File: src/rtl/core/assert_macros.svh
// assertion helpers shared by the rtl
// the enclosing module must provide clk and arst_n
`ifndef ASSERT_MACROS_SVH
`define ASSERT_MACROS_SVH

// property must hold at every clock edge out of reset
`define ASSERT_CLK(lbl, prop, msg) \
	lbl: assert property (@(posedge clk) disable iff (!arst_n) prop) else $error(msg);

// expression must never be true at a clock edge out of reset
`define ASSERT_NEVER(lbl, expr, msg) \
	lbl: assert property (@(posedge clk) disable iff (!arst_n) !(expr)) else $error(msg);

`endif

File: src/rtl/core/rgbhc_pkg.sv
// ----------------------------------------------------------------------------
// rgbhc_pkg
// Types and constants of the rgb lamp hue-cycle mode controller.
// ----------------------------------------------------------------------------
package rgbhc_pkg;

	typedef logic [10:0] duty_t;
	typedef logic [13:0] hue_t;
	typedef logic [12:0] rem_t;
	typedef logic [3:0]  mode_t;
	typedef logic [2:0]  tick_t;
	typedef logic [2:0]  op_t;

	typedef struct packed {
		op_t  opcode;
		logic power_value;
	} evt_t;

	typedef struct packed {
		duty_t red_duty;
		duty_t green_duty;
		duty_t blue_duty;
		logic  lamp_on;
		mode_t active_mode;
	} res_t;

	typedef struct packed {
		duty_t red;
		duty_t green;
		duty_t blue;
		hue_t  hue_nxt;
		duty_t frac_nxt;
		rem_t  rem_nxt;
		tick_t limit;
	} hue_step_t;

	localparam op_t OP_TICK       = 3'd0;
	localparam op_t OP_TOGGLE     = 3'd1;
	localparam op_t OP_SET_POWER  = 3'd2;
	localparam op_t OP_NIGHT      = 3'd3;
	localparam op_t OP_NEXT_RUN   = 3'd4;
	localparam op_t OP_NEXT_COLOUR = 3'd5;
	localparam op_t OP_HUE_RESET  = 3'd6;

	localparam mode_t MODE_HUE   = 4'd0;
	localparam mode_t MODE_R     = 4'd1;
	localparam mode_t MODE_G     = 4'd2;
	localparam mode_t MODE_B     = 4'd3;
	localparam mode_t MODE_LG    = 4'd4;
	localparam mode_t MODE_LB    = 4'd5;
	localparam mode_t MODE_P     = 4'd6;
	localparam mode_t MODE_Y     = 4'd7;
	localparam mode_t MODE_W     = 4'd8;
	localparam mode_t MODE_NIGHT = 4'd9;
	localparam mode_t MODE_COUNT = 4'd10;

	localparam hue_t HUE_SECTOR1 = 14'd4800;
	localparam hue_t HUE_SECTOR2 = 14'd9600;
	localparam hue_t HUE_LAST    = 14'd14399;
	localparam rem_t REM_SECTOR  = 13'd4800;

	localparam tick_t LIMIT_FAST = 3'd0;
	localparam tick_t LIMIT_MID  = 3'd2;
	localparam tick_t LIMIT_SLOW = 3'd4;

	localparam duty_t HELD_SEED_RED = 11'd72;

endpackage

File: src/rtl/core/rgbhc_hue.sv
// ----------------------------------------------------------------------------
// rgbhc_hue
// Three-sector hue to rgb conversion, hue advance and step band limit.
// ----------------------------------------------------------------------------
module rgbhc_hue #(
	parameter int unsigned PWM_PERIOD = 1000
) (
	input  rgbhc_pkg::hue_t      hue,
	input  rgbhc_pkg::duty_t     frac,
	input  rgbhc_pkg::rem_t      rem,
	output rgbhc_pkg::hue_step_t step
);

	localparam rgbhc_pkg::duty_t PERIOD_D = rgbhc_pkg::duty_t'(PWM_PERIOD);
	localparam rgbhc_pkg::rem_t  PERIOD_R = rgbhc_pkg::rem_t'(PWM_PERIOD);

	rgbhc_pkg::duty_t comp;
	rgbhc_pkg::rem_t  rem_sum;
	logic             sector_end;

	always_comb begin
		comp       = PERIOD_D - frac;
		rem_sum    = rem + PERIOD_R;
		sector_end = (hue == rgbhc_pkg::HUE_SECTOR1 - 14'd1) ||
			(hue == rgbhc_pkg::HUE_SECTOR2 - 14'd1) || (hue == rgbhc_pkg::HUE_LAST);

		if (hue >= rgbhc_pkg::HUE_SECTOR2) begin
			step.red   = frac;
			step.green = '0;
			step.blue  = comp;
		end else if (hue >= rgbhc_pkg::HUE_SECTOR1) begin
			step.red   = '0;
			step.green = comp;
			step.blue  = frac;
		end else begin
			step.red   = comp;
			step.green = frac;
			step.blue  = '0;
		end

		step.hue_nxt = (hue == rgbhc_pkg::HUE_LAST) ? '0 : hue + 14'd1;

		if (sector_end) begin
			step.frac_nxt = '0;
			step.rem_nxt  = '0;
		end else if (rem_sum >= rgbhc_pkg::REM_SECTOR) begin
			step.frac_nxt = frac + 11'd1;
			step.rem_nxt  = rem_sum - rgbhc_pkg::REM_SECTOR;
		end else begin
			step.frac_nxt = frac;
			step.rem_nxt  = rem_sum;
		end

		priority if ((hue > 14'd1600 && hue < 14'd3200) || (hue > 14'd6400 && hue < 14'd8000) ||
			(hue > 14'd11200 && hue < 14'd12800)) begin
			step.limit = rgbhc_pkg::LIMIT_FAST;
		end else if (hue > 14'd13600 || hue < 14'd800 || (hue > 14'd4000 && hue < 14'd5600) ||
			(hue > 14'd8800 && hue < 14'd10400)) begin
			step.limit = rgbhc_pkg::LIMIT_SLOW;
		end else begin
			step.limit = rgbhc_pkg::LIMIT_MID;
		end
	end

endmodule

File: src/rtl/core/rgbhc_obuf.sv
// ----------------------------------------------------------------------------
// rgbhc_obuf
// Result register with a skid entry so a transaction can enter during a stall.
// ----------------------------------------------------------------------------
`include "assert_macros.svh"

module rgbhc_obuf (
	input  logic              clk,
	input  logic              arst_n,
	input  logic              in_valid,
	output logic              in_ready,
	input  rgbhc_pkg::res_t   in_data,
	output logic              res_valid,
	input  logic              res_ready,
	output rgbhc_pkg::res_t   res
);

	logic            skid_v_q;
	rgbhc_pkg::res_t skid_q;
	logic            accept;
	logic            drain;

	assign in_ready = !skid_v_q;
	assign accept   = in_valid && in_ready;
	assign drain    = !res_valid || res_ready;

	always_ff @(posedge clk or negedge arst_n) begin
		if (!arst_n) begin
			res_valid <= 1'b0;
			skid_v_q  <= 1'b0;
		end else if (drain) begin
			if (skid_v_q) begin
				res_valid <= 1'b1;
				skid_v_q  <= 1'b0;
			end else begin
				res_valid <= accept;
			end
		end else if (accept) begin
			skid_v_q <= 1'b1;
		end
	end

	always_ff @(posedge clk) begin
		if (drain) begin
			if (skid_v_q) begin
				res <= skid_q;
			end else if (accept) begin
				res <= in_data;
			end
		end else if (accept) begin
			skid_q <= in_data;
		end
	end

	`ASSERT_NEVER(a_skid_without_res, skid_v_q && !res_valid, "skid entry held with empty output")
	`ASSERT_CLK(a_stall_fills_skid, (res_valid && !res_ready && accept) |=> skid_v_q, "stalled transaction lost")
	`ASSERT_CLK(a_skid_order, (res_valid && res_ready && skid_v_q) |=> (res_valid && res == $past(skid_q)), "skid entry out of order")

endmodule

File: src/rtl/core/rgbhc_ctrl.sv
// ----------------------------------------------------------------------------
// rgbhc_ctrl
// Lamp state, mode sequencing, hue stepping and duty selection.
// ----------------------------------------------------------------------------
`include "assert_macros.svh"

module rgbhc_ctrl #(
	parameter int unsigned PWM_PERIOD = 1000
) (
	input  logic             clk,
	input  logic             arst_n,
	input  logic             cfg_we,
	input  logic             cfg_wdata,
	input  logic             accept,
	input  rgbhc_pkg::evt_t  evt,
	output rgbhc_pkg::res_t  res_next
);

	localparam rgbhc_pkg::duty_t PERIOD_D = rgbhc_pkg::duty_t'(PWM_PERIOD);
	localparam rgbhc_pkg::duty_t D120 = rgbhc_pkg::duty_t'(PWM_PERIOD * 120 / 100);
	localparam rgbhc_pkg::duty_t D90  = rgbhc_pkg::duty_t'(PWM_PERIOD * 90 / 100);
	localparam rgbhc_pkg::duty_t D60  = rgbhc_pkg::duty_t'(PWM_PERIOD * 60 / 100);
	localparam rgbhc_pkg::duty_t D42  = rgbhc_pkg::duty_t'(PWM_PERIOD * 42 / 100);
	localparam rgbhc_pkg::duty_t D30  = rgbhc_pkg::duty_t'(PWM_PERIOD * 30 / 100);
	localparam rgbhc_pkg::duty_t D12  = rgbhc_pkg::duty_t'(PWM_PERIOD * 12 / 100);

	logic                 remember_q;
	logic                 power_q, power_n;
	rgbhc_pkg::mode_t     mode_q, mode_n;
	rgbhc_pkg::mode_t     saved_q, saved_n;
	rgbhc_pkg::hue_t      hue_q, hue_n;
	rgbhc_pkg::tick_t     ticks_q, ticks_n;
	rgbhc_pkg::duty_t     frac_q, frac_n;
	rgbhc_pkg::rem_t      rem_q, rem_n;
	rgbhc_pkg::duty_t     held_q [3];
	rgbhc_pkg::duty_t     held_n [3];
	rgbhc_pkg::mode_t     mode_tmp;
	rgbhc_pkg::tick_t     ticks_inc;
	rgbhc_pkg::hue_step_t step;

	rgbhc_hue #(
		.PWM_PERIOD(PWM_PERIOD)
	) u_hue (
		.hue (hue_q),
		.frac(frac_q),
		.rem (rem_q),
		.step(step)
	);

	always_comb begin
		power_n   = power_q;
		mode_n    = mode_q;
		saved_n   = saved_q;
		hue_n     = hue_q;
		ticks_n   = ticks_q;
		frac_n    = frac_q;
		rem_n     = rem_q;
		held_n    = held_q;
		ticks_inc = ticks_q + 3'd1;
		mode_tmp  = (mode_q == rgbhc_pkg::MODE_NIGHT) ? saved_q : mode_q + 4'd1;

		unique case (evt.opcode)
			rgbhc_pkg::OP_TICK: begin
				if (power_q && mode_q == rgbhc_pkg::MODE_HUE) begin
					if (ticks_inc > step.limit) begin
						ticks_n   = '0;
						held_n[0] = step.red;
						held_n[1] = step.green;
						held_n[2] = step.blue;
						hue_n     = step.hue_nxt;
						frac_n    = step.frac_nxt;
						rem_n     = step.rem_nxt;
					end else begin
						ticks_n = ticks_inc;
					end
				end
			end
			rgbhc_pkg::OP_TOGGLE: begin
				power_n = !power_q;
				if (!power_q) begin
					mode_n = saved_q;
				end
			end
			rgbhc_pkg::OP_SET_POWER: begin
				power_n = evt.power_value;
				if (mode_q != rgbhc_pkg::MODE_NIGHT) begin
					if (evt.power_value) begin
						mode_n = saved_q;
					end else begin
						saved_n = mode_q;
					end
				end
			end
			rgbhc_pkg::OP_NIGHT: begin
				saved_n = mode_q;
				mode_n  = rgbhc_pkg::MODE_NIGHT;
			end
			rgbhc_pkg::OP_NEXT_RUN: begin
				if (mode_tmp >= rgbhc_pkg::MODE_COUNT) begin
					mode_n    = rgbhc_pkg::MODE_HUE;
					hue_n     = '0;
					ticks_n   = '0;
					frac_n    = '0;
					rem_n     = '0;
					held_n[0] = rgbhc_pkg::HELD_SEED_RED;
					held_n[1] = '0;
					held_n[2] = '0;
				end else begin
					mode_n = mode_tmp;
				end
				if (remember_q && mode_n != rgbhc_pkg::MODE_NIGHT) begin
					saved_n = mode_n;
				end
			end
			rgbhc_pkg::OP_NEXT_COLOUR: begin
				if (mode_q + 4'd1 >= rgbhc_pkg::MODE_COUNT || mode_q + 4'd1 < rgbhc_pkg::MODE_R) begin
					mode_n = rgbhc_pkg::MODE_R;
				end else begin
					mode_n = mode_q + 4'd1;
				end
			end
			rgbhc_pkg::OP_HUE_RESET: begin
				mode_n    = rgbhc_pkg::MODE_HUE;
				hue_n     = '0;
				ticks_n   = '0;
				frac_n    = '0;
				rem_n     = '0;
				held_n[0] = PERIOD_D;
				held_n[1] = '0;
				held_n[2] = '0;
			end
			default: begin
			end
		endcase
	end

	always_comb begin
		res_next.red_duty    = '0;
		res_next.green_duty  = '0;
		res_next.blue_duty   = '0;
		res_next.lamp_on     = power_n;
		res_next.active_mode = mode_n;
		if (power_n) begin
			unique case (mode_n)
				rgbhc_pkg::MODE_HUE: begin
					res_next.red_duty   = held_n[0];
					res_next.green_duty = held_n[1];
					res_next.blue_duty  = held_n[2];
				end
				rgbhc_pkg::MODE_R: res_next.red_duty = D120;
				rgbhc_pkg::MODE_G: res_next.green_duty = D120;
				rgbhc_pkg::MODE_B: res_next.blue_duty = D120;
				rgbhc_pkg::MODE_LG: begin
					res_next.green_duty = D90;
					res_next.blue_duty  = D30;
				end
				rgbhc_pkg::MODE_LB: begin
					res_next.green_duty = D30;
					res_next.blue_duty  = D90;
				end
				rgbhc_pkg::MODE_P: begin
					res_next.red_duty  = D60;
					res_next.blue_duty = D60;
				end
				rgbhc_pkg::MODE_Y: begin
					res_next.red_duty   = D60;
					res_next.green_duty = D60;
				end
				rgbhc_pkg::MODE_W: begin
					res_next.red_duty   = D42;
					res_next.green_duty = D42;
					res_next.blue_duty  = D42;
				end
				rgbhc_pkg::MODE_NIGHT: begin
					res_next.red_duty   = D90;
					res_next.green_duty = D12;
				end
				default: begin
				end
			endcase
		end
	end

	always_ff @(posedge clk or negedge arst_n) begin
		if (!arst_n) begin
			remember_q <= 1'b0;
			power_q    <= 1'b0;
			mode_q     <= rgbhc_pkg::MODE_HUE;
			saved_q    <= rgbhc_pkg::MODE_HUE;
			hue_q      <= '0;
			ticks_q    <= '0;
			frac_q     <= '0;
			rem_q      <= '0;
			held_q[0]  <= '0;
			held_q[1]  <= '0;
			held_q[2]  <= '0;
		end else begin
			if (cfg_we) begin
				remember_q <= cfg_wdata;
			end
			if (accept) begin
				power_q <= power_n;
				mode_q  <= mode_n;
				saved_q <= saved_n;
				hue_q   <= hue_n;
				ticks_q <= ticks_n;
				frac_q  <= frac_n;
				rem_q   <= rem_n;
				held_q  <= held_n;
			end
		end
	end

	`ASSERT_CLK(a_hue_reset, (accept && evt.opcode == rgbhc_pkg::OP_HUE_RESET) |=> (hue_q == '0 && ticks_q == '0 && frac_q == '0), "hue reset not applied")
	`ASSERT_CLK(a_off_tick_holds, (accept && evt.opcode == rgbhc_pkg::OP_TICK && !power_q) |=> ($stable(hue_q) && $stable(ticks_q)), "hue moved while off")

endmodule

File: src/rtl/core/rgb_led_hue_cycle_mode_controller.sv
// an accepted result is registered in res, or in the skid entry if res stalls
// throughput: one transaction per cycle, sustained while res is taken each cycle
// a two-entry result buffer takes one more transaction while res is stalled
// reset: arst_n clears power, modes, hue, tick count and held duties at once
// ----------------------------------------------------------------------------
// rgb_led_hue_cycle_mode_controller
// Rgb lamp mode controller with a hue-cycle mode giving three pwm duties.
// ----------------------------------------------------------------------------
module rgb_led_hue_cycle_mode_controller #(
	parameter int unsigned PWM_PERIOD = 1000
) (
	input  logic             clk,
	input  logic             arst_n,
	input  logic             cfg_we,
	input  logic             cfg_wdata,
	input  logic             evt_valid,
	output logic             evt_ready,
	input  rgbhc_pkg::evt_t  evt,
	output logic             res_valid,
	input  logic             res_ready,
	output rgbhc_pkg::res_t  res
);

	rgbhc_pkg::res_t res_next;
	logic            accept;

	assign accept = evt_valid && evt_ready;

	rgbhc_ctrl #(
		.PWM_PERIOD(PWM_PERIOD)
	) u_ctrl (
		.clk      (clk),
		.arst_n   (arst_n),
		.cfg_we   (cfg_we),
		.cfg_wdata(cfg_wdata),
		.accept   (accept),
		.evt      (evt),
		.res_next (res_next)
	);

	rgbhc_obuf u_obuf (
		.clk      (clk),
		.arst_n   (arst_n),
		.in_valid (evt_valid),
		.in_ready (evt_ready),
		.in_data  (res_next),
		.res_valid(res_valid),
		.res_ready(res_ready),
		.res      (res)
	);

endmodule

File: config.mk
export PLATFORM = sky130hd
export DESIGN_NAME = rgb_led_hue_cycle_mode_controller
export DESIGN_NICKNAME = d
export VERILOG_FILES = /design/src/rtl/core/rgbhc_pkg.sv /design/src/rtl/core/rgbhc_hue.sv /design/src/rtl/core/rgbhc_obuf.sv /design/src/rtl/core/rgbhc_ctrl.sv /design/src/rtl/core/rgb_led_hue_cycle_mode_controller.sv
export VERILOG_INCLUDE_DIRS = /design/src /design/src/rtl/core
export SDC_FILE = /design/constraint.sdc
export NUM_CORES = 1
export LEC_CHECK = 0
export BUFFER_PORTS_ARGS = -buffer_cell sky130_fd_sc_hd__buf_2
export CAP_MARGIN = 20
export CORE_MARGIN = 4
export CORE_UTILIZATION = 43
export DETAILED_ROUTE_END_ITERATION = 12
export PLACE_DENSITY = 0.66
export SLEW_MARGIN = 20
export SYNTH_ARGS = -nofsm -noshare
export SYNTH_HDL_FRONTEND = slang
export SYNTH_SLANG_ARGS = --single-unit
File: constraint.sdc
create_clock -name clk -period 5.05 [get_ports clk]
set_clock_uncertainty 0.2 [all_clocks]
set_input_delay 0.2525 -clock clk [delete_from_list [all_inputs] [get_ports clk]]
set_output_delay 0.2525 -clock clk [all_outputs]
set_load 0.05 [all_outputs]
# Word-level counts from Yosys, hierarchy flattened
# Index checks and enable logic that the tools add are counted.
dict set report totals {
  out_inout_bits 40
  word_cells 159
  input_bits 10
  ff_bits 162
}
dict set report classes {
  muxes 48
  n_lt_le_gt_ge 19
  n_eq_ne 27
  reduce_logical 34
  bitwise_logic 1
  add_sub_neg 7
}
# cell count
set ops {}
lappend ops {{$mux W33} 6}
lappend ops {{$pmux W33 S3} 1}
lappend ops {{$pmux W11 S7} 1}
lappend ops {{$mux W38} 2}
lappend ops {{$pmux W11 S6} 1}
lappend ops {{$mux W14} 4}
lappend ops {{$pmux W11 S5} 1}
lappend ops {{$mux W24} 2}
lappend ops {{$gt A14 B14 Y1 const B} 3}
lappend ops {{$pmux W14 S3} 1}
lappend ops {{$mux W13} 3}
lappend ops {{$pmux W13 S3} 1}
lappend ops {{$mux W4} 9}
lappend ops {{$mux W11} 3}
lappend ops {{$pmux W11 S3} 1}
lappend ops {{$eq A14 B14 Y1 const B} 2}
lappend ops {{$lt A14 B13 Y1 const B} 2}
lappend ops {{$lt A14 B14 Y1 const B} 2}
lappend ops {{$pmux W4 S6} 1}
lappend ops {{$eq A4 B3 Y1 const B} 4}
lappend ops {{$mux W3} 5}
lappend ops {{$add A14 B1 Y14 const B} 1}
lappend ops {{$eq A14 B13 Y1 const B} 1}
lappend ops {{$ge A14 B13 Y1 const B} 1}
lappend ops {{other kinds (42)} 78}

# Longest topological paths before layout
dict set report depth {
  ltp_word 14
  depth_mapped 19
  ltp_nobuf 17
}

# By module
# A second synthesis with hierarchy kept.
dict set report unflattened {
  cells_unflattened 1091
  area_unflattened_um2 10252.3
}
# module n_inst cells_each seq_area_each_um2 area_each_um2
set modules_own_cells {}
lappend modules_own_cells {rgbhc_ctrl 1 599 2102.0 5147.4}
lappend modules_own_cells {rgbhc_obuf 1 128 2332.2 2994.1}
lappend modules_own_cells {rgbhc_hue 1 363 0.0 2104.5}
lappend modules_own_cells {rgb_led_hue_cycle_mode_controller 1 1 0.0 6.3}

# Least setup slack after synthesis
# OpenSTA, ideal clock, no wires.
dict set report synth_path {
  kind {register to register}
  start {register u_ctrl.hue_q[2]}
  end {register u_ctrl.rem_q[10]}
  t_arrival_ps 3901
  slack_ps 880
  path_stages_with_launch 18
  synth_period_minus_slack_ps 4170
  setup_ps 69
  path_buffers 1
  t_required_ps 4781
  cell_sequence {dfrtp_1 > or3_1 > or3_1 > a211o_1 > a21o_1 > a21boi_1 > o21bai_1 > a31oi_1 > and3_1 > ha_1 > nand3_1 > o21a_1 > nand2_1 > a31o_1 > or3_1 > buf_2 > or4_1 > nand3_1}
}
dict set report synth_via {
  elab_chain_cells 9
  word_cells_on_any_way 36
  classes_between {order compare (13); eq/ne (4); mux (6); reduce/logical (13)}
}
# item line
set synth_lines {}
lappend synth_lines {{start: declaration} rgbhc_ctrl.sv:31} ;# rgbhc_pkg::hue_t hue_q, hue_n;
lappend synth_lines {{start signal: assignment} rgbhc_ctrl.sv:205} ;# hue_q <= hue_n;
lappend synth_lines {{$gt A14 B14 Y1 (tied with other cells)} rgbhc_hue.sv:57} ;# end else if (hue > 14'd13600 || hue < 14'd800 || (hue > 14'd4000 && hue < 14'd5600) ||
lappend synth_lines {{$logic_or A1 B1 Y1 / $logic_and A1 B1 Y1 (equally long branches)} rgbhc_hue.sv:57}
lappend synth_lines {{$logic_or A1 B1 Y1 (2 in series)} rgbhc_hue.sv:57}
lappend synth_lines {{$mux W3} rgbhc_hue.sv:57}
lappend synth_lines {{$mux W3} rgbhc_hue.sv:54} ;# priority if ((hue > 14'd1600 && hue < 14'd3200) || (hue > 14'd6400 && hue < 14'd8000) ||
lappend synth_lines {{$gt A3 B3 Y1} rgbhc_ctrl.sv:65} ;# if (ticks_inc > step.limit) begin
lappend synth_lines {{$ne A2 B1 Y1 (no source line)} n/a}
lappend synth_lines {{$reduce_and A5 Y1 (no source line)} n/a}
lappend synth_lines {{end signal: assignment} rgbhc_ctrl.sv:208} ;# rem_q <= rem_n;
lappend synth_lines {{end: declaration} rgbhc_ctrl.sv:34} ;# rgbhc_pkg::rem_t rem_q, rem_n;
# Parallel ways exist; a longest one is shown, timed or not. The select of a mux whose other input is x is not followed.
# A chain may end at the register's enable or synchronous reset.

==> results.py <==
metrics = {
    "outcome": {
        "status": "finished clean",
    },
    "power_and_ir_drop": {
        "leakage_nw": 4.18,
        "power.density_nw_per_um2": 423,
        "ir_drop_mv": 0.267,
    },
    "layout": {
        "diodes": 0,
        "area_growth_pct": 10.9,
        "nets": 1097,
        "fill_cells": 2065,
        "final_layout_size_suffix_gt1_share_pct": 14.7,
    },
    "timing": {
        "tns_ns": 0,
        "maxSlewHeadroom_pct": 38.7,
        "setup_viol_count_final": 0,
        "max_freq_ghz": 0.211,
        "hold_violations": 0,
        "period_minus_slack_ns": 4.73,
        "rsz0062_at_grt": "no",
        "worstMarginPinSlew_ns": 0.920,
        "drv_slew": 0,
        "setup_slack_ns": 0.319,
        "layout_worst_path_cycle_share_pct": 93.7,
    },
    "routing": {
        "route.antenna.remaining_nets": 0,
        "drc": 0,
        "dr_total_vias": 8204,
        "finalWirelength_mm": 25.3,
        "post_drt_wl_per_cell_um": 18.5,
        "drt-initial-drc-count": 790,
        "vias_per_cell": 6.00,
        "drt_first_pass_iters": 6,
    },
    "hold_path": {
        "hp-class": "primary input to flop",
    },
    "floorplan": {
        "die-area_um2": 25000,
        "io_pins": 50,
        "coreArea_um2": 22000,
        "die_y_um": 158,
        "die_w_um": 158,
        "start_util_pct": 44.1,
        "num_rows": 54,
    },
    "placed_design": {
        "pre_cts_slack_ns": 0.258,
        "finalWeightedCongestion": 0.903,
        "dp_hpwl_mm": 17.3,
        "portBuffers": 49,
    },
    "synth": {
        "yosys_register_bits": 159,
        "synth_cell_types": 89,
        "synth-edff-count": 76,
        "yosysTopAreaCellShare_pct": 23.5,
        "yosys_warnings": 0,
        "synth-async-reset-ratio_pct": 52.2,
        "yosys.area.top_type": "edfxtp_1",
        "syn_nets": 1087,
        "synth.area.top_cells": "edfxtp_1 24%, dfrtp_1 21%, nand2_1 5.5%",
        "syn-cell-area_um2": 9710,
        "ys_seq_area_share_pct": 44.9,
        "syn_inst": 1065,
        "synthFlopType": "dfrtp_1",
        "synth_area_per_cell_um2": 9.11,
    },
    "clock_tree": {
        "cts_root_buf": "clkbuf_16",
        "path_clk_slew_ns": 0.07,
        "cts_sinks": 159,
        "clk_path_buf_depth": 2,
        "htreeDepth": 4,
        "worstSkewPairLatency_ns": 0.44,
        "cts_tree": "yes",
        "cts_made_buffers": 17,
    },
    "setup_path": {
        "crit_end": "u_obuf.res[18]",
        "crit_chain": "or3_1 -> or3_1 -> a211o_1 -> a21o_1 -> a21boi_1 -> o21bai_1 -> a31oi_1 -> and3_1 -> ha_1 -> nand3_1 -> o21a_1 -> nand3_1 -> buf_4 -> nor2_1 -> a22oi_1 -> a21o_1 -> a21oi_1 -> mux2_2",
        "rr_worst_depth": 18,
        "worstSetupPathType": "flop to flop",
        "crit_arrival_ns": 4.83,
        "startpoint": "u_ctrl.hue_q[2]",
        "endpoint_kind": "flop",
        "slowest_stage": "nor2_1",
        "crit_required_ns": 5.15,
        "r2r-start": "u_ctrl.hue_q[2]",
        "critPathLaunchType": "flop",
        "worstReg2RegEnd": "u_obuf.res[18]",
        "r2r_slack_ns": 0.32,
        "slowest_delay_ns": 0.47,
        "worstPathMaxFanout": 14,
    },
    "global_route": {
        "antenna_found_initial": 0,
        "grtUsageTotal_pct": 20.6,
        "grt_pass1_vias": 7620,
        "grt_max_degree": 58,
        "grt_pass1_wl_mm": 41.4,
        "gr-total-overflow": 0,
    },
    "run": {
        "cap_violations": 0,
    },
}
[stage by stage]
step	power, W	cells	hold slack (ns)	util, %	instance area [um2]
global route	0.00480	1368	0.0501	48.9	10800
CTS	0.00456	1368	0.00359	48.8	10800
finish	0.00455	1368	0.0169	48.9	10800
detailed placement	0.00324	1332	-0.00419	45.9	10100
global placement	0.00321	1331	-0.000759	45.8	10100
floorplan	0.00290	1065	-0.243	-	9710
[Yosys cell counts, types with 12 or more instances]
library cell  count
a211oi_1         15
a21oi_1          58
a31oi_1          19
and3_1           15
buf_2            21
clkbuf_1         49
dfrtp_1          83
edfxtp_1         76
ha_1             12
inv_1            18
mux2_2           20
nand2_1         141
nand3_1          22
nor2_1          101
nor3_1           29
o21ai_0          87
o21ai_1          22
o31ai_1          17
xnor2_1          13
xor2_1           14
[per-layer routing]
metal,GRT usage (%),share of wire (%)
met1,28.9,45
met2,33.1,47
met3,4.10,6.5
met4,4.67,1.0
met5,0,0
[what timing repair did]
action	CTS	global route
endpoints found under the setup margin	0	8
hold buffers	4	0
gates resized for setup	0	1
hold endpoints to repair	29	0
setup buffers	0	0
[worst min-delay path by stage]
| stage | cells past startpoint | to | slack [ns] | from |
|---|---|---|---|---|
| 2_1_floorplan | 0 | u_ctrl.frac_q[0] | -0.24 | arst_n |
| 3_3_place_gp | 1 | u_ctrl.rem_q[7] | -0.0008 | arst_n |
| 3_5_place_dp | 1 | u_ctrl.rem_q[7] | -0.004 | arst_n |
| 4_1_cts | 3 | u_obuf.skid_v_q | 0.004 | res_ready |
| 5_1_grt | 3 | u_obuf.skid_v_q | 0.05 | res_ready |
| 6_report | 3 | u_obuf.skid_v_q | 0.02 | res_ready |
[registers in the layout, indices dropped and copies added (netlist names), 3 cells and up]
register        count
u_ctrl.mode_q       4
u_ctrl.held_q      33
u_ctrl.rem_q       10
u_ctrl.saved_q      4
u_ctrl.hue_q       14
u_obuf.skid_q      38
u_obuf.res         38
u_ctrl.frac_q      11
u_ctrl.ticks_q      3
[report_power, final]
| group | switching [W] | internal [W] |
|---|---|---|
| clock | 0.000641 | 0.000673 |
| combinational | 0.000949 | 0.000520 |
| sequential | 0.000211 | 0.00156 |
[critical path, delay by kind of cell (launching register included)]
family	cells	cell delay, ns
adders and majority gates	1	0.22
DFF	1	0.42
and+or+nand+nor	6	1.63
buffers and inverters	1	0.23
muxes	1	0.17
AOI/OAI and AO/OA	9	1.72
[layout by cell type, fill, tap and decap left out, types with 20 or more instances in the layout]
cell      synthesis  final
a21oi_1          58     58
buf_2            21     48
dfrtp_1          83     83
edfxtp_1         76     76
mux2_2           20     20
nand2_1         141    141
nand3_1          22     22
nor2_1          101    100
nor3_1           29     29
o21ai_0          87     87
o21ai_1          22     21
[cells by family (layout without fill, tap and decap cells)]
family	Yosys count	count (layout)	synth area share [%]
AO/OA/AOI/OAI	348	348	24.4
AND/OR/NAND/NOR	382	382	18.4
flip-flops	159	159	44.9
adder cells (fa/ha/maj)	12	12	1.55
XOR/XNOR	27	27	2.44
buffers and inverters	106	129	4.80
multiplexers	31	31	3.51
[cell type report]
type                            count  area (um2)  area share, %
Clock buffer                       17         425           3.95
Clock inverter                     15         188           1.74
Inverter                           25        93.8          0.872
Multi-Input combinational cell    800        4900           45.5
Sequential cell                   159        4360           40.5
Tap cell                          280         350           3.26
Timing Repair Buffer               72         443           4.12
No activity file was read; power rests on OpenSTA's default activity.
